--- src/design/dkeq_pkg.sv ---
`timescale 1ns / 1ps
// ----------------------------------------------------------------------------
// dkeq_pkg
// Shared types and constants of the deferred key event queue.
// ----------------------------------------------------------------------------
package dkeq_pkg;

   localparam int QUEUE_DEPTH = 16;

   localparam logic [7:0] ACT_PRESS   = 8'd0;
   localparam logic [7:0] ACT_RELEASE = 8'd1;
   localparam logic [7:0] ACT_TAP     = 8'd2;

   localparam logic CMD_KEY_PRESS   = 1'b0;
   localparam logic CMD_KEY_RELEASE = 1'b1;

   typedef enum logic {
      CMD_PUSH,
      CMD_DRAIN
   } cmd_kind_type;

   typedef struct packed {
      logic [7:0]  index;
      logic [7:0]  action;
      logic [15:0] keycode;
   } event_type;

   typedef struct packed {
      cmd_kind_type kind;
      event_type    ev;
   } cmd_type;

   typedef struct packed {
      logic        command;
      logic [15:0] key;
      logic [7:0]  source_index;
      logic        last;
   } rsp_type;

endpackage

--- src/design/deferred_key_event_queue_core.sv ---
`timescale 1ns / 1ps
// ----------------------------------------------------------------------------
// deferred_key_event_queue_core
// Ring queue of deferred key events with push and drain commands.
// ----------------------------------------------------------------------------
// A transaction is taken when start is high and busy is low; a two-entry
// command queue sits in front of the execution engine, so start is taken
// while a drain is still running and busy rises only when both entries are
// in use. The engine runs a push in its idle state, so pushes go at one per
// cycle while no drain holds it; a push into a full ring evicts the oldest
// event, given as a result only if it is a press or a release. A drain holds
// the engine in its drain and flush states, paced by the ring's single read
// port that walks one event per cycle; an empty ring's drain leaves it idle.
// Results come out one per cycle at most, each on rsp_strobe for exactly one
// cycle, cannot be stalled, and the last of a transaction carries rsp_last.
module deferred_key_event_queue_core #(
   parameter int QUEUE_DEPTH = dkeq_pkg::QUEUE_DEPTH
) (
   input  logic        clock,
   input  logic        reset,
   input  logic        start,
   output logic        busy,
   input  logic        req_op,
   input  logic [7:0]  req_index,
   input  logic [7:0]  req_action,
   input  logic [15:0] req_keycode,
   output logic        rsp_strobe,
   output logic        rsp_command,
   output logic [15:0] rsp_key,
   output logic [7:0]  rsp_source_index,
   output logic        rsp_last
);

   logic              cmd_valid;
   logic              pop;
   dkeq_pkg::cmd_type cmd;
   dkeq_pkg::rsp_type rsp;

   dkeq_front u_front (
      .clock      (clock),
      .reset      (reset),
      .start      (start),
      .busy       (busy),
      .req_op     (req_op),
      .req_index  (req_index),
      .req_action (req_action),
      .req_keycode(req_keycode),
      .pop        (pop),
      .cmd_valid  (cmd_valid),
      .cmd        (cmd)
   );

   dkeq_back #(
      .QUEUE_DEPTH(QUEUE_DEPTH)
   ) u_back (
      .clock     (clock),
      .reset     (reset),
      .cmd_valid (cmd_valid),
      .cmd       (cmd),
      .pop       (pop),
      .rsp_strobe(rsp_strobe),
      .rsp       (rsp)
   );

   assign rsp_command      = rsp.command;
   assign rsp_key          = rsp.key;
   assign rsp_source_index = rsp.source_index;
   assign rsp_last         = rsp.last;

endmodule

--- src/design/dkeq_ram.sv ---
`timescale 1ns / 1ps
// ----------------------------------------------------------------------------
// dkeq_ram
// Generic single write, single read RAM with registered read (read-first).
// ----------------------------------------------------------------------------
module dkeq_ram #(
   parameter int WIDTH = $bits(dkeq_pkg::event_type),
   parameter int DEPTH = dkeq_pkg::QUEUE_DEPTH
) (
   input  logic                     clock,
   input  logic                     we,
   input  logic [$clog2(DEPTH)-1:0] waddr,
   input  logic [WIDTH-1:0]         wdata,
   input  logic [$clog2(DEPTH)-1:0] raddr,
   output logic [WIDTH-1:0]         rdata
);

   logic [WIDTH-1:0] mem_ff [DEPTH];
   logic [WIDTH-1:0] rdata_ff;

   always_ff @(posedge clock) begin
      if (we) begin
         mem_ff[waddr] <= wdata;
      end
      rdata_ff <= mem_ff[raddr];
   end

   assign rdata = rdata_ff;

endmodule

--- src/design/dkeq_front.sv ---
`timescale 1ns / 1ps
// ----------------------------------------------------------------------------
// dkeq_front
// Accepts transactions, classifies them and holds them in a two-entry queue.
// ----------------------------------------------------------------------------
module dkeq_front (
   input  logic              clock,
   input  logic              reset,
   input  logic              start,
   output logic              busy,
   input  logic              req_op,
   input  logic [7:0]        req_index,
   input  logic [7:0]        req_action,
   input  logic [15:0]       req_keycode,
   input  logic              pop,
   output logic              cmd_valid,
   output dkeq_pkg::cmd_type cmd
);

   dkeq_pkg::cmd_type slot_ff [2];
   logic              wptr_ff;
   logic              rptr_ff;
   logic [1:0]        fill_ff;
   logic              wptr_in;
   logic              rptr_in;
   logic [1:0]        fill_in;
   logic              accept;
   logic              do_pop;
   dkeq_pkg::cmd_type new_cmd;

   assign busy      = (fill_ff == 2'd2);
   assign accept    = start && !busy;
   assign cmd_valid = (fill_ff != 2'd0);
   assign do_pop    = pop && cmd_valid;
   assign cmd       = slot_ff[rptr_ff];

   always_comb begin
      new_cmd.kind       = req_op ? dkeq_pkg::CMD_DRAIN : dkeq_pkg::CMD_PUSH;
      new_cmd.ev.index   = req_index;
      new_cmd.ev.action  = req_action;
      new_cmd.ev.keycode = req_keycode;
      wptr_in = accept ? !wptr_ff : wptr_ff;
      rptr_in = do_pop ? !rptr_ff : rptr_ff;
      fill_in = fill_ff + 2'(accept) - 2'(do_pop);
   end

   always_ff @(posedge clock) begin
      if (reset) begin
         wptr_ff <= 1'b0;
         rptr_ff <= 1'b0;
         fill_ff <= 2'd0;
      end else begin
         wptr_ff <= wptr_in;
         rptr_ff <= rptr_in;
         fill_ff <= fill_in;
      end
      if (accept) begin
         slot_ff[wptr_ff] <= new_cmd;
      end
   end

endmodule

--- src/design/dkeq_back.sv ---
`timescale 1ns / 1ps
// ----------------------------------------------------------------------------
// dkeq_back
// Executes pushes and drains against the event ring and forms the results.
// ----------------------------------------------------------------------------
module dkeq_back #(
   parameter int QUEUE_DEPTH = dkeq_pkg::QUEUE_DEPTH
) (
   input  logic              clock,
   input  logic              reset,
   input  logic              cmd_valid,
   input  dkeq_pkg::cmd_type cmd,
   output logic              pop,
   output logic              rsp_strobe,
   output dkeq_pkg::rsp_type rsp
);

   localparam int PTR_W = $clog2(QUEUE_DEPTH);
   localparam int CNT_W = $clog2(QUEUE_DEPTH + 1);

   typedef enum logic [1:0] {
      ST_IDLE,
      ST_DRAIN,
      ST_FLUSH
   } state_type;

   function automatic logic [PTR_W-1:0] ptr_add(input logic [PTR_W-1:0] p,
                                                input logic [CNT_W-1:0] n);
      logic [PTR_W:0] s;
      s = {1'b0, p} + (PTR_W+1)'(n);
      if (s >= (PTR_W+1)'(QUEUE_DEPTH)) begin
         s = s - (PTR_W+1)'(QUEUE_DEPTH);
      end
      return s[PTR_W-1:0];
   endfunction

   state_type           state_ff, state_in;
   logic [PTR_W-1:0]    head_ff, head_in;
   logic [CNT_W-1:0]    count_ff, count_in;
   logic [PTR_W-1:0]    rptr_ff, rptr_in;
   logic [CNT_W-1:0]    len_ff, len_in;
   logic [CNT_W-1:0]    proc_ff, proc_in;
   logic                evict_ff, evict_in;
   dkeq_pkg::rsp_type   pend_ff, pend_in;
   logic                pend_valid_ff, pend_valid_in;
   dkeq_pkg::rsp_type   rsp_ff, rsp_in;
   logic                rsp_valid_ff, rsp_valid_in;

   logic                ram_we;
   logic [PTR_W-1:0]    ram_waddr;
   dkeq_pkg::event_type ram_wdata;
   logic [PTR_W-1:0]    ram_raddr;
   logic [$bits(dkeq_pkg::event_type)-1:0] ram_rdata;
   dkeq_pkg::event_type rd_ev;
   logic [PTR_W-1:0]    tail;
   logic                rd_is_press;
   logic                rd_is_release;
   logic                rd_is_tap;
   dkeq_pkg::rsp_type   rd_rsp;

   dkeq_ram #(
      .WIDTH($bits(dkeq_pkg::event_type)),
      .DEPTH(QUEUE_DEPTH)
   ) u_ram (
      .clock(clock),
      .we   (ram_we),
      .waddr(ram_waddr),
      .wdata(ram_wdata),
      .raddr(ram_raddr),
      .rdata(ram_rdata)
   );

   assign rd_ev         = dkeq_pkg::event_type'(ram_rdata);
   assign tail          = ptr_add(head_ff, count_ff);
   assign rd_is_press   = (rd_ev.action == dkeq_pkg::ACT_PRESS);
   assign rd_is_release = (rd_ev.action == dkeq_pkg::ACT_RELEASE);
   assign rd_is_tap     = (rd_ev.action == dkeq_pkg::ACT_TAP);
   assign pop           = (state_ff == ST_IDLE) && cmd_valid;

   always_comb begin
      rd_rsp.command      = rd_is_release ? dkeq_pkg::CMD_KEY_RELEASE
                                          : dkeq_pkg::CMD_KEY_PRESS;
      rd_rsp.key          = rd_ev.keycode;
      rd_rsp.source_index = rd_ev.index;
      rd_rsp.last         = 1'b0;
   end

   always_comb begin
      state_in      = state_ff;
      head_in       = head_ff;
      count_in      = count_ff;
      rptr_in       = rptr_ff;
      len_in        = len_ff;
      proc_in       = proc_ff;
      evict_in      = 1'b0;
      pend_in       = pend_ff;
      pend_valid_in = pend_valid_ff;
      rsp_in        = rsp_ff;
      rsp_in.last   = 1'b0;
      rsp_valid_in  = 1'b0;
      ram_we        = 1'b0;
      ram_waddr     = tail;
      ram_wdata     = cmd.ev;
      ram_raddr     = head_ff;

      // oldest entry pushed out by a push into a full ring
      if (evict_ff && (rd_is_press || rd_is_release)) begin
         rsp_valid_in = 1'b1;
         rsp_in       = rd_rsp;
         rsp_in.last  = 1'b1;
      end

      unique case (state_ff)
         ST_IDLE: begin
            if (cmd_valid) begin
               if (cmd.kind == dkeq_pkg::CMD_PUSH) begin
                  // when full, tail equals head: read-first ram returns the old entry
                  ram_we = 1'b1;
                  if (count_ff == CNT_W'(QUEUE_DEPTH)) begin
                     head_in  = ptr_add(head_ff, CNT_W'(1));
                     evict_in = 1'b1;
                  end else begin
                     count_in = count_ff + CNT_W'(1);
                  end
               end else if (count_ff != '0) begin
                  // new ring starts behind the old tail so taps never hit unread entries
                  rptr_in  = ptr_add(head_ff, CNT_W'(1));
                  len_in   = count_ff;
                  proc_in  = '0;
                  head_in  = tail;
                  count_in = '0;
                  state_in = ST_DRAIN;
               end
            end
         end
         ST_DRAIN: begin
            ram_raddr = rptr_ff;
            rptr_in   = ptr_add(rptr_ff, CNT_W'(1));
            proc_in   = proc_ff + CNT_W'(1);
            if (rd_is_tap) begin
               ram_we            = 1'b1;
               ram_wdata.index   = rd_ev.index;
               ram_wdata.action  = dkeq_pkg::ACT_RELEASE;
               ram_wdata.keycode = rd_ev.keycode;
               count_in          = count_ff + CNT_W'(1);
            end
            // one result is held back until it is known whether it is the last
            if (rd_is_press || rd_is_release || rd_is_tap) begin
               if (pend_valid_ff) begin
                  rsp_valid_in = 1'b1;
                  rsp_in       = pend_ff;
               end
               pend_in       = rd_rsp;
               pend_valid_in = 1'b1;
            end
            if (proc_in == len_ff) begin
               state_in = ST_FLUSH;
            end
         end
         ST_FLUSH: begin
            if (pend_valid_ff) begin
               rsp_valid_in = 1'b1;
               rsp_in       = pend_ff;
               rsp_in.last  = 1'b1;
            end
            pend_valid_in = 1'b0;
            state_in      = ST_IDLE;
         end
         default: begin
            state_in = ST_IDLE;
         end
      endcase
   end

   always_ff @(posedge clock) begin
      if (reset) begin
         state_ff      <= ST_IDLE;
         head_ff       <= '0;
         count_ff      <= '0;
         evict_ff      <= 1'b0;
         pend_valid_ff <= 1'b0;
         rsp_valid_ff  <= 1'b0;
      end else begin
         state_ff      <= state_in;
         head_ff       <= head_in;
         count_ff      <= count_in;
         evict_ff      <= evict_in;
         pend_valid_ff <= pend_valid_in;
         rsp_valid_ff  <= rsp_valid_in;
      end
      rptr_ff <= rptr_in;
      len_ff  <= len_in;
      proc_ff <= proc_in;
      pend_ff <= pend_in;
      rsp_ff  <= rsp_in;
   end

   assign rsp_strobe = rsp_valid_ff;
   assign rsp        = rsp_ff;

endmodule

--- config.mk ---
export PLATFORM = sky130hd
export DESIGN_NAME = deferred_key_event_queue_core
export DESIGN_NICKNAME = d
export VERILOG_FILES = /design/src/design/dkeq_pkg.sv /design/src/design/deferred_key_event_queue_core.sv /design/src/design/dkeq_ram.sv /design/src/design/dkeq_front.sv /design/src/design/dkeq_back.sv
export SDC_FILE = /design/constraint.sdc
export NUM_CORES = 1
export LEC_CHECK = 0
export ABC_CLOCK_PERIOD_IN_PS = 4900
export BUFFER_PORTS_ARGS = -buffer_cell sky130_fd_sc_hd__buf_2
export CAP_MARGIN = 0
export CELL_PAD_IN_SITES_DETAIL_PLACEMENT = 1
export CELL_PAD_IN_SITES_GLOBAL_PLACEMENT = 1
export CORE_MARGIN = 10
export CORE_UTILIZATION = 49
export CTS_CLUSTER_SIZE = 28
export DETAILED_ROUTE_END_ITERATION = 8
export PLACE_DENSITY = 0.81
export SYNTH_ARGS = -nofsm -noshare
export SYNTH_HDL_FRONTEND = slang
export SYNTH_HIERARCHICAL = 1
export SYNTH_SLANG_ARGS = --single-unit
--- constraint.sdc ---
create_clock -name clock -period 4.9 [get_ports clock]
set_clock_uncertainty 0.05 [all_clocks]
set_input_delay 0.49 -clock clock [delete_from_list [all_inputs] [get_ports clock]]
set_output_delay 0.49 -clock clock [all_outputs]
set_load 0.005 [all_outputs]
==> metrics.yaml, run 1 <==
clock_tree:
  clock-root-buffer: "sky130_fd_sc_hd__clkbuf_16"
  cts_max_level: 3
  clock_path_buffers: 3
  cts_resized: 0
  num_cts_buffers: 69
  post-cts-setup-buffer-count: 0
  path_clk_slew_ns: 0.06
  cts.sinks: 694
  skew_pair_late_insertion_delay_ns: 0.61
  cts_tree: "yes"
worst_hold_path:
  hold_path_depth: 1
  timing.hold.worst.class: "in -> reg"
route:
  route.detailed.vias_per_inst: 6.08
  wire_per_inst_microns: 29.4
  drc_errors: 0
  drt-pass1-iter-count: 7
  dr_total_vias: 13311
  ant_nets: 0
  drtIter0Drc: 1211
  drt_wl_total_microns: 64400
synth:
  share_of_the_yosys_chip_area_belonging_to_registers: 0.757
  syn-cell-area_sq_mm: 0.0265
  synth.net_count: 1374
  synthArstFlopShare: 0
  synth_area_per_cell_sq_um: 20.0
  synthDistinctLibCells: 56
  synthCells: 1323
  yosys_most_used_dff: "sky130_fd_sc_hd__edfxtp_1"
  synth-edff-count: 617
  postSynthRegisterBits: 694
  ys_warn_count: 6
sta:
  final_tns_setup_ns: 0
  timing_hold_violations_final: 0
  fmax_mhz: 275
  final-setup-viol-count: 0
  final.period_utilization: 0.742
  worst_slew_pin_slew_ns: 1.18
  unrepaired_setup_endpoints_after_global_routing: "no"
  finalMaxSlewViolations: 0
  worst_slew_margin_rel: 0.210
  min_period_ns: 3.64
floorplan:
  die_h_microns: 253
  row_count: 85
  initial_utilization: 0.494
  chipWidth_microns: 253
  die_area_sq_mm: 0.0638
  core_area_sq_mm: 0.0537
  io-pin-count: 64
setup_path:
  cp_data_required_time_ns: 5.14
  worst_ep_arrival_time_ns: 3.88
  worst-r2r-cell-count: 7
  crit_path_max_incr_delay_ns: 0.63
  timing.critical_path.fanout_max: 19
  crit_path_start_kind: "flip-flop"
  critPathBufInv: 1
  cell_count_along_the_critical_path: 7
  worst_path_dominant_cell_family: "simple AND/OR/NAND/NOR gates"
  timing.critical_path.cells: "or4_4, nor3_4, nand4b_4, o21ai_0, or3b_2, nor2_4, buf_4"
  timing.critical_path.to_type: "flip-flop"
  critical_path_s_slowest_cell: "sky130_fd_sc_hd__or3b_2"
  critPathKind: "reg -> reg"
flow_run:
  timing.max_cap.violations: 0
global_route:
  gr-total-overflow: 0
  grt_pass1_vias: 14368
  antenna_violations_before_repair: 3
  pin_count_of_the_biggest_net_entering_global_routing: 85
  groute.usage.overall: 0.206
  grt_first_pass_wirelength_microns: 97000
power:
  seq_power_share: 0.475
  power_per_cell_area_mw_per_mm2: 536
  leakage_nw: 9.96
  pwr-share-comb: 0.189
  peakVddDrop_mv: 0.269
  power.share.clock: 0.336
  cellInternalPower_w: 0.0118
  power.net_switching_w: 0.00442
  p_sw_frac: 0.272
placed_design:
  dp_cells: 2057
  routabilityCongestion: 0.782
  place.detailed.hpwl_microns: 36900
  buffer_ports.inserted: 63
status:
  outcome: "completed"
final_layout:
  area_delta_synth_final_pct: 14.1
  stdcell_count: 2189
  drive_above_1_share: 0.289
  layout.nets: 1487
==> worst register-to-register path: cells and delay by family, from the launching register on <==
family / cells / cell delay, ns
AND/OR/NAND/NOR: 5 / 2.35
flip-flops: 1 / 0.30
AO/OA/AOI/OAI: 1 / 0.26
buffers and inverters: 1 / 0.37
==> Yosys cell counts, drive strengths merged (2+ instances only) <==
master / instances / area [sq um]
xnor2: 8 / 70.1
nand2b: 10 / 65.1
dfxtp: 77 / 1540
o2bb2ai: 12 / 105
clkbuf: 24 / 90.1
inv: 17 / 63.8
edfxtp: 617 / 18500
buf: 41 / 239
o211ai: 2 / 15.0
o21a: 2 / 15.0
a21oi: 11 / 55.1
a31oi: 3 / 33.8
a32oi: 2 / 17.5
nor3: 7 / 46.3
or3: 2 / 12.5
mux2: 61 / 691
o21ai: 5 / 25.0
and3: 4 / 26.3
o21bai: 13 / 97.6
nand3b: 2 / 15.0
nor2b: 5 / 31.3
a21o: 2 / 15.0
mux4: 128 / 2880
xor2: 15 / 131
and2: 13 / 81.3
a22oi: 64 / 480
ha: 14 / 175
a2111oi: 12 / 105
nand3: 11 / 55.1
mux2i: 29 / 290
or3b: 2 / 17.5
nand2: 52 / 195
nor2: 41 / 154
nor4: 2 / 12.5
==> flip-flops by register name, summed over array words and instances, names as in the netlist, 2 cells and up, named ones only <==
register and cells:
u_back/state_ff 2, u_back/len_ff 5, u_back/head_ff 4, u_back/u_ram/rdata 32, u_back/count_ff 5, u_back/u_ram/mem_ff 512, u_back/rptr_ff 4, u_back/proc_ff 5
u_front/fill_ff 2, u_back/pend_ff 25, u_back/rsp 26, u_front/slot_ff 66
==> per-layer routing <==
metal | global-route usage | share of wire
met1 | 0.266 | 0.39
met2 | 0.337 | 0.50
met3 | 0.0486 | 0.082
met4 | 0.0765 | 0.028
met5 | 0 | 0.00017
==> kinds of logic (layout without fill, tap and decap cells) <==
group / after synthesis / after routing / share of synthesized area
flops: 694 / 694 / 0.757
mux: 218 / 218 / 0.146
simple gates: 158 / 158 / 0.0298
compound gates: 132 / 132 / 0.0379
buf+inv: 83 / 252 / 0.0150
xor+xnor: 23 / 23 / 0.00760
fa+ha+maj: 15 / 15 / 0.00736
other cells: 0 / 1 / 0
==> worst paths after layout <==
kind / startpoint / end / slack, ns
worst max-delay path: u_back/u_ram/rdata[19] / u_back/u_ram/mem_ff[1][23] / 1.26
worst min-delay path: req_keycode[4] / u_front/slot_ff[0][4] / 0.03
worst min register to register: u_back/pend_ff[2] / u_back/rsp[2] / 0.40
worst max register to register: u_back/u_ram/rdata[19] / u_back/u_ram/mem_ff[1][23] / 1.26
==> cell usage in the layout, fill, tap and decap left out, types with 3 or more instances in the layout <==
| cell type | n |
|---|---|
| sky130_fd_sc_hd__dlygate4sd3_1 | 4 |
| sky130_fd_sc_hd__buf_4 | 38 |
| sky130_fd_sc_hd__clkinv_1 | 4 |
| sky130_fd_sc_hd__mux2_2 | 59 |
| sky130_fd_sc_hd__xnor2_1 | 8 |
| sky130_fd_sc_hd__buf_2 | 63 |
| sky130_fd_sc_hd__inv_6 | 3 |
| sky130_fd_sc_hd__a21oi_1 | 11 |
| sky130_fd_sc_hd__o21ai_0 | 4 |
| sky130_fd_sc_hd__xor2_1 | 15 |
| sky130_fd_sc_hd__edfxtp_1 | 617 |
| sky130_fd_sc_hd__nand2b_1 | 9 |
| sky130_fd_sc_hd__bufinv_16 | 8 |
| sky130_fd_sc_hd__nand2_1 | 52 |
| sky130_fd_sc_hd__ha_1 | 14 |
| sky130_fd_sc_hd__and3_1 | 3 |
| sky130_fd_sc_hd__and2_1 | 13 |
| sky130_fd_sc_hd__nor2_1 | 28 |
| sky130_fd_sc_hd__dfxtp_1 | 76 |
| sky130_fd_sc_hd__nor2b_1 | 3 |
| sky130_fd_sc_hd__clkinv_2 | 13 |
| sky130_fd_sc_hd__a22oi_1 | 64 |
| sky130_fd_sc_hd__nor2_4 | 12 |
| sky130_fd_sc_hd__mux4_2 | 128 |
| sky130_fd_sc_hd__clkbuf_8 | 6 |
| sky130_fd_sc_hd__a2111oi_0 | 12 |
| sky130_fd_sc_hd__o2bb2ai_1 | 12 |
| sky130_fd_sc_hd__clkbuf_1 | 19 |
| sky130_fd_sc_hd__clkbuf_16 | 73 |
| sky130_fd_sc_hd__mux2i_1 | 29 |
| sky130_fd_sc_hd__nand3_1 | 11 |
| sky130_fd_sc_hd__nor3_2 | 3 |
| sky130_fd_sc_hd__inv_1 | 15 |
| sky130_fd_sc_hd__o21bai_1 | 13 |
==> metrics by stage <==
step	util	hold WS (ns)	instance area (sq um)	setup WS, ns	total power (W)
after floorplan	-	0.376	26500	0.285	0.00973
after global placement	0.519	0.378	27900	1.39	0.0106
after detailed placement	0.519	0.386	27900	1.28	0.0108
after CTS	0.563	0.00121	30300	1.26	0.0163
after global routing	0.563	0.0117	30300	1.13	0.0169
final	0.563	0.0266	30300	1.26	0.0162
==> power by group through the flow <==
stage | Sequential (W) | Combinational [W] | Clock, W
detailed placement | 0.00782 | 0.00302 | 0
finish | 0.00771 | 0.00306 | 0.00545
CTS | 0.00770 | 0.00308 | 0.00554
global route | 0.00775 | 0.00335 | 0.00579
global placement | 0.00777 | 0.00284 | 0
floorplan | 0.00761 | 0.00212 | 0
==> timing repair <==
action	in CTS	in global routing
hold buffers	4	0
hold endpoints to repair	7	0
setup endpoints to repair	0	0
==> layout make-up <==
type	count	area, sq um
Fill cell	4624	23500
Sequential cell	694	20100
Multi-Input combinational cell	546	6210
Clock buffer	98	1980
Tap cell	696	871
Timing Repair Buffer	107	681
Clock inverter	29	370
Inverter	18	67.6
Antenna cell	1	2.50
Power figures use the tool's default switching activity.
==> run 2, diff against run 1 <==
Settings changed: ABC_CLOCK_PERIOD_IN_PS 4900 to 3200.
Clock period 4.9 ns to 3.2 ns, I/O delays scaled along.
==> metrics.yaml, run 2 (same netlist as run 1, synthesis figures left out) <==
setup_path:
  timing.critical_path.to_type: "flip-flop"
  crit_path_start_kind: "flip-flop"
  cp_data_required_time_ns: 3.41
  timing.critical_path.fanout_max: 29
  critPathKind: "reg -> reg"
  worst_ep_arrival_time_ns: 3.28
placed_design:
  routabilityCongestion: 0.765
  buffer_ports.inserted: 63
  dp_slack_ns: 0.0767
  dpl_cell_area_sq_mm: 0.0282
  place.detailed.hpwl_microns: 38900
final_layout:
  fin_util: 0.577
  layout.nets: 1539
  drive_above_1_share: 0.293
  num_antenna_cells: 0
  multi_input_gate_area_sq_mm: 0.00625
  commonest_cells_after_routing_fill_and_taps_aside: "617 x sky130_fd_sc_hd__edfxtp_1, 128 x sky130_fd_sc_hd__mux4_2, 77 x sky130_fd_sc_hd__clkbuf_16"
  top_register: "u_back/u_ram/mem_ff"
  area_delta_synth_final_pct: 16.9
  design_area_sq_mm: 0.0310
  layout.cells.most_common: "sky130_fd_sc_hd__edfxtp_1"
  number_of_flip_flops_in_the_largest_register: 512
  fill_cells: 4600
  register_area_sq_mm: 0.0201
sta:
  unrepaired_setup_endpoints_after_global_routing: "no"
  worst_slew_margin_rel: 0.267
  fmax_mhz: 326
  final-setup-viol-count: 0
  timing_hold_violations_final: 0
  timing.hold.ws_ns: 0.0511
  min_period_ns: 3.07
  final.period_utilization: 0.959
  timing.final.ws_setup_ns: 0.130
  final_tns_setup_ns: 0
  finalMaxSlewViolations: 0
  worst_slew_pin_slew_ns: 1.09
global_route:
  grt_pass1_vias: 14821
  gr-usage-met1: 0.267
  globalRouteMet3Util: 0.0337
  pin_count_of_the_biggest_net_entering_global_routing: 52
  grtUsageMet2: 0.362
  grt_first_pass_wirelength_microns: 98500
  antenna_violations_before_repair: 2
  gr-total-overflow: 0
  globalRoute.busiestLayer: "met2"
  groute.usage.overall: 0.210
status:
  outcome: "completed"
power:
  peakVddDrop_mv: 0.447
  p_sw_frac: 0.273
  cellInternalPower_w: 0.0183
  power.share.clock: 0.337
  power.net_switching_w: 0.00688
  leakage_nw: 10.2
  pwr-share-comb: 0.193
  power_per_cell_area_mw_per_mm2: 812
  seq_power_share: 0.470
floorplan:
  core_area_sq_mm: 0.0537
  io-pin-count: 64
  initial_utilization: 0.494
  row_count: 85
  chipWidth_microns: 253
  die_h_microns: 253
  die_area_sq_mm: 0.0638
route:
  drc_errors: 0
  drt-pass1-iter-count: 5
  wire_per_inst_microns: 29.6
  dr_total_vias: 13616
  drtIter0Drc: 1445
  route.detailed.vias_per_inst: 6.07
  drt_wl_total_microns: 66300
  ant_nets: 0
worst_hold_path:
  timing.hold.worst.class: "in -> reg"
clock_tree:
  num_cts_buffers: 73
  path_clk_slew_ns: 0.06
  clock-root-buffer: "sky130_fd_sc_hd__clkbuf_16"
  cts_max_level: 3
  skew_pair_late_insertion_delay_ns: 0.60
  clock_path_buffers: 3
  cts_tree: "yes"
  cts.sinks: 694
flow_run:
  timing.max_cap.violations: 0
run 2: cell count changes in the layout (fill, tap and decap cells not counted), moves of 2 or more:
cell / change
sky130_fd_sc_hd__dlygate4sd3_1: +29
sky130_fd_sc_hd__buf_12: +19
sky130_fd_sc_hd__clkbuf_1: +7
sky130_fd_sc_hd__clkbuf_16: +4
sky130_fd_sc_hd__nor3_2: -3
sky130_fd_sc_hd__nor3_4: +3
sky130_fd_sc_hd__bufinv_16: -2
run 2: layer usage:
| layer | routed length [microns] | part of all wire | up-vias |
|---|---|---|---|
| met5 | 0 | 0 | - |
| met4 | 1780 | 0.027 | 0 |
| met3 | 4540 | 0.068 | 110 |
| met2 | 34200 | 0.52 | 598 |
| met1 | 25800 | 0.39 | 7195 |
| li1 | - | - | 5713 |
run 2: timing repair:
item | 4_1_cts | 5_1_grt
hold buffers | 33 | 0
hold endpoints to repair | 66 | 0
pin swaps | 1 | 2
resized for setup | 1 | 0
endpoints found under the setup margin | 29 | 127
setup buffers | 0 | 4
run 2: metrics by stage:
step	std cells	power [W]
after floorplan	1323	0.0150
after global placement	2072	0.0165
after detailed placement	2072	0.0168
after CTS	2240	0.0254
after global routing	2244	0.0262
final	2244	0.0252
run 2: final timing paths:
path / endpoint / slack (ns) / startpoint / cells past startpoint
worst max-delay path: u_back/u_ram/mem_ff[13][7] / 0.13 / u_back/head_ff[0] / 7
worst min register to register: u_back/rsp[8] / 0.41 / u_back/pend_ff[8] / 1
worst max register to register: u_back/u_ram/mem_ff[13][7] / 0.13 / u_back/head_ff[0] / 7
worst min-delay path: flip-flop / 0.05 / reset / 2
run 2: power groups by stage:
stage / Clock (W) / Sequential, W / Combinational (W)
5_1_grt: 0.00901 / 0.0119 / 0.00527
4_1_cts: 0.00863 / 0.0118 / 0.00492
3_5_place_dp: 0 / 0.0120 / 0.00479
2_1_floorplan: 0 / 0.0116 / 0.00332
3_3_place_gp: 0 / 0.0119 / 0.00454
6_report: 0.00849 / 0.0118 / 0.00487
run 2: worst max-delay path, stage by stage (launching register included):
cell,delay (ns)
sky130_fd_sc_hd__dfxtp_1,0.46
sky130_fd_sc_hd__ha_1,0.25
sky130_fd_sc_hd__inv_1,0.08
sky130_fd_sc_hd__fa_1,0.38
sky130_fd_sc_hd__xnor2_1,0.48
sky130_fd_sc_hd__nand3_2,0.39
sky130_fd_sc_hd__nor2_4,0.31
sky130_fd_sc_hd__buf_12,0.30
run 2: final cells by class:
| type | instances | share of cell area |
|---|---|---|
| multi-input combinational | 546 | 0.202 |
| tap | 696 | 0.0281 |
| inverter | 18 | 0.00218 |
| timing repair buffer | 155 | 0.0436 |
| clock buffer | 109 | 0.0680 |
| clock inverter | 26 | 0.00936 |
| sequential | 694 | 0.647 |
==> run 3, diff against run 2 <==
Settings changed: HOLD_SLACK_MARGIN from default to 0.1.
==> metrics.yaml, run 3 (same netlist as run 1, synthesis figures left out) <==
setup_path:
  timing.critical_path.from: "u_back/head_ff[0]"
  cp_data_required_time_ns: 3.41
  setup.worst_path.end: "u_back/u_ram/mem_ff[13][7]"
  crit_path_start_kind: "flip-flop"
  critical_path.reg2reg.startpoint: "u_back/head_ff[0]"
  worst-r2r-cell-count: 7
  timing.critical_path.to_type: "flip-flop"
  timing.critical_path.fanout_max: 29
  critical_path_s_slowest_cell: "sky130_fd_sc_hd__xnor2_1"
  reg2reg_slack_ns: 0.15
  critPathKind: "reg -> reg"
  worstReg2RegEnd: "u_back/u_ram/mem_ff[13][7]"
  crit_path_max_incr_delay_ns: 0.48
  timing.critical_path.cells: "ha_1, inv_1, fa_1, xnor2_1, nand3_2, nor2_4, buf_12"
  worst_ep_arrival_time_ns: 3.27
route:
  drt_wl_total_microns: 66400
  drt-pass1-iter-count: 7
  drc_errors: 0
  wire_per_inst_microns: 29.5
  ant_nets: 0
  drtIter0Drc: 1471
  dr_total_vias: 13516
  route.detailed.vias_per_inst: 6.02
sta:
  unrepaired_setup_endpoints_after_global_routing: "no"
  fmax_mhz: 327
  finalMaxSlewViolations: 0
  worst_slew_margin_rel: 0.248
  final-setup-viol-count: 0
  timing.final.ws_setup_ns: 0.146
  timing.hold.ws_ns: 0.396
  final.period_utilization: 0.954
  timing_hold_violations_final: 0
  worst_slew_pin_slew_ns: 1.12
  min_period_ns: 3.05
final_layout:
  num_antenna_cells: 0
  area_delta_synth_final_pct: 17.0
  number_of_flip_flops_in_the_largest_register: 512
  layout.nets: 1541
  fill_cells: 4599
  drive_above_1_share: 0.292
  commonest_cells_after_routing_fill_and_taps_aside: "617 x sky130_fd_sc_hd__edfxtp_1, 128 x sky130_fd_sc_hd__mux4_2, 77 x sky130_fd_sc_hd__clkbuf_16"
  fin_util: 0.578
  top_register: "u_back/u_ram/mem_ff"
  layout.cells.most_common: "sky130_fd_sc_hd__edfxtp_1"
floorplan:
  row_count: 85
  core_area_sq_mm: 0.0537
  chipWidth_microns: 253
  initial_utilization: 0.494
  die_h_microns: 253
  die_area_sq_mm: 0.0638
  io-pin-count: 64
placed_design:
  buffer_ports.inserted: 63
  place.detailed.hpwl_microns: 38900
  routabilityCongestion: 0.765
  dp_slack_ns: 0.0767
power:
  pwr-share-comb: 0.193
  power.share.clock: 0.337
  power_per_cell_area_mw_per_mm2: 812
  cellInternalPower_w: 0.0183
  power.net_switching_w: 0.00689
  p_sw_frac: 0.274
  seq_power_share: 0.469
  peakVddDrop_mv: 0.447
  leakage_nw: 10.3
worst_hold_path:
  timing.hold.worst.class: "in -> reg"
global_route:
  grt_pass1_vias: 14830
  antenna_violations_before_repair: 2
  groute.usage.overall: 0.210
  grt_first_pass_wirelength_microns: 98500
  gr-total-overflow: 0
  pin_count_of_the_biggest_net_entering_global_routing: 52
clock_tree:
  cts_max_level: 3
  cts.sinks: 694
  skew_pair_late_insertion_delay_ns: 0.60
  path_clk_slew_ns: 0.06
  clock_path_buffers: 3
  clock-root-buffer: "sky130_fd_sc_hd__clkbuf_16"
  cts_tree: "yes"
  num_cts_buffers: 73
flow_run:
  timing.max_cap.violations: 0
status:
  outcome: "completed"
## run 3: what timing repair did
action,4_1_cts,5_1_grt
hold buffers,35,0
buffers inserted,0,4
setup endpoints to repair,29,127
pin swaps,1,2
gates resized for setup,1,0
gates cloned,0,0
hold endpoints to repair,77,0
## run 3: area by class of cell
cell class / count / area (sq um) / share of cell area
inverter: 18 / 67.6 / 0.00218
timing repair buffer: 157 / 1370 / 0.0442
multi-input combinational: 546 / 6250 / 0.201
tap: 696 / 871 / 0.0281
clock buffer: 109 / 2110 / 0.0679
sequential: 694 / 20100 / 0.647
clock inverter: 26 / 290 / 0.00936
## run 3: routing by layer
layer / wire [microns] / GRT usage
met5: 0 / 0
met4: 1780 / 0.0679
met3: 4200 / 0.0337
met2: 34400 / 0.362
met1: 26000 / 0.268
## run 3: metrics by stage
stage          power, W  TNS (ns)  area [sq um]  cells
6_report         0.0252         0         31000   2246
5_1_grt          0.0262         0         31000   2246
4_1_cts          0.0254         0         31000   2242
3_5_place_dp     0.0168         0         28200   2072
3_3_place_gp     0.0165         0         28200   2072
2_1_floorplan    0.0150    -15.53         26700   1323
## run 3: critical path: cells and delay by family (launching register included)
| family | cells | cell delay, ns |
|---|---|---|
| fa+ha+maj | 2 | 0.63 |
| xor+xnor | 1 | 0.48 |
| buf+inv | 2 | 0.38 |
| simple gates | 2 | 0.69 |
| flops | 1 | 0.46 |
## run 3: power groups by stage
| stage | clock network, W | registers [W] | logic [W] |
|---|---|---|---|
| floorplan | 0 | 0.0116 | 0.00332 |
| CTS | 0.00863 | 0.0118 | 0.00492 |
| finish | 0.00849 | 0.0118 | 0.00487 |
| global route | 0.00901 | 0.0119 | 0.00528 |
| detailed placement | 0 | 0.0120 | 0.00479 |
| global placement | 0 | 0.0119 | 0.00454 |
## run 3: worst min-delay path by stage
stage                                   from                     end  slack [ns]  depth (start not counted)
after global placement    u_back/pend_ff[22]          u_back/rsp[22]        0.38                          1
after CTS                    req_keycode[14]  u_front/slot_ff[0][14]        0.36                          2
after global routing         req_keycode[14]  u_front/slot_ff[1][14]        0.38                          2
after floorplan                        reset         u_front/wptr_ff        0.34                          1
after detailed placement   u_back/pend_ff[8]           u_back/rsp[8]        0.39                          1
final                         req_keycode[6]   u_front/slot_ff[1][6]        0.40                          2
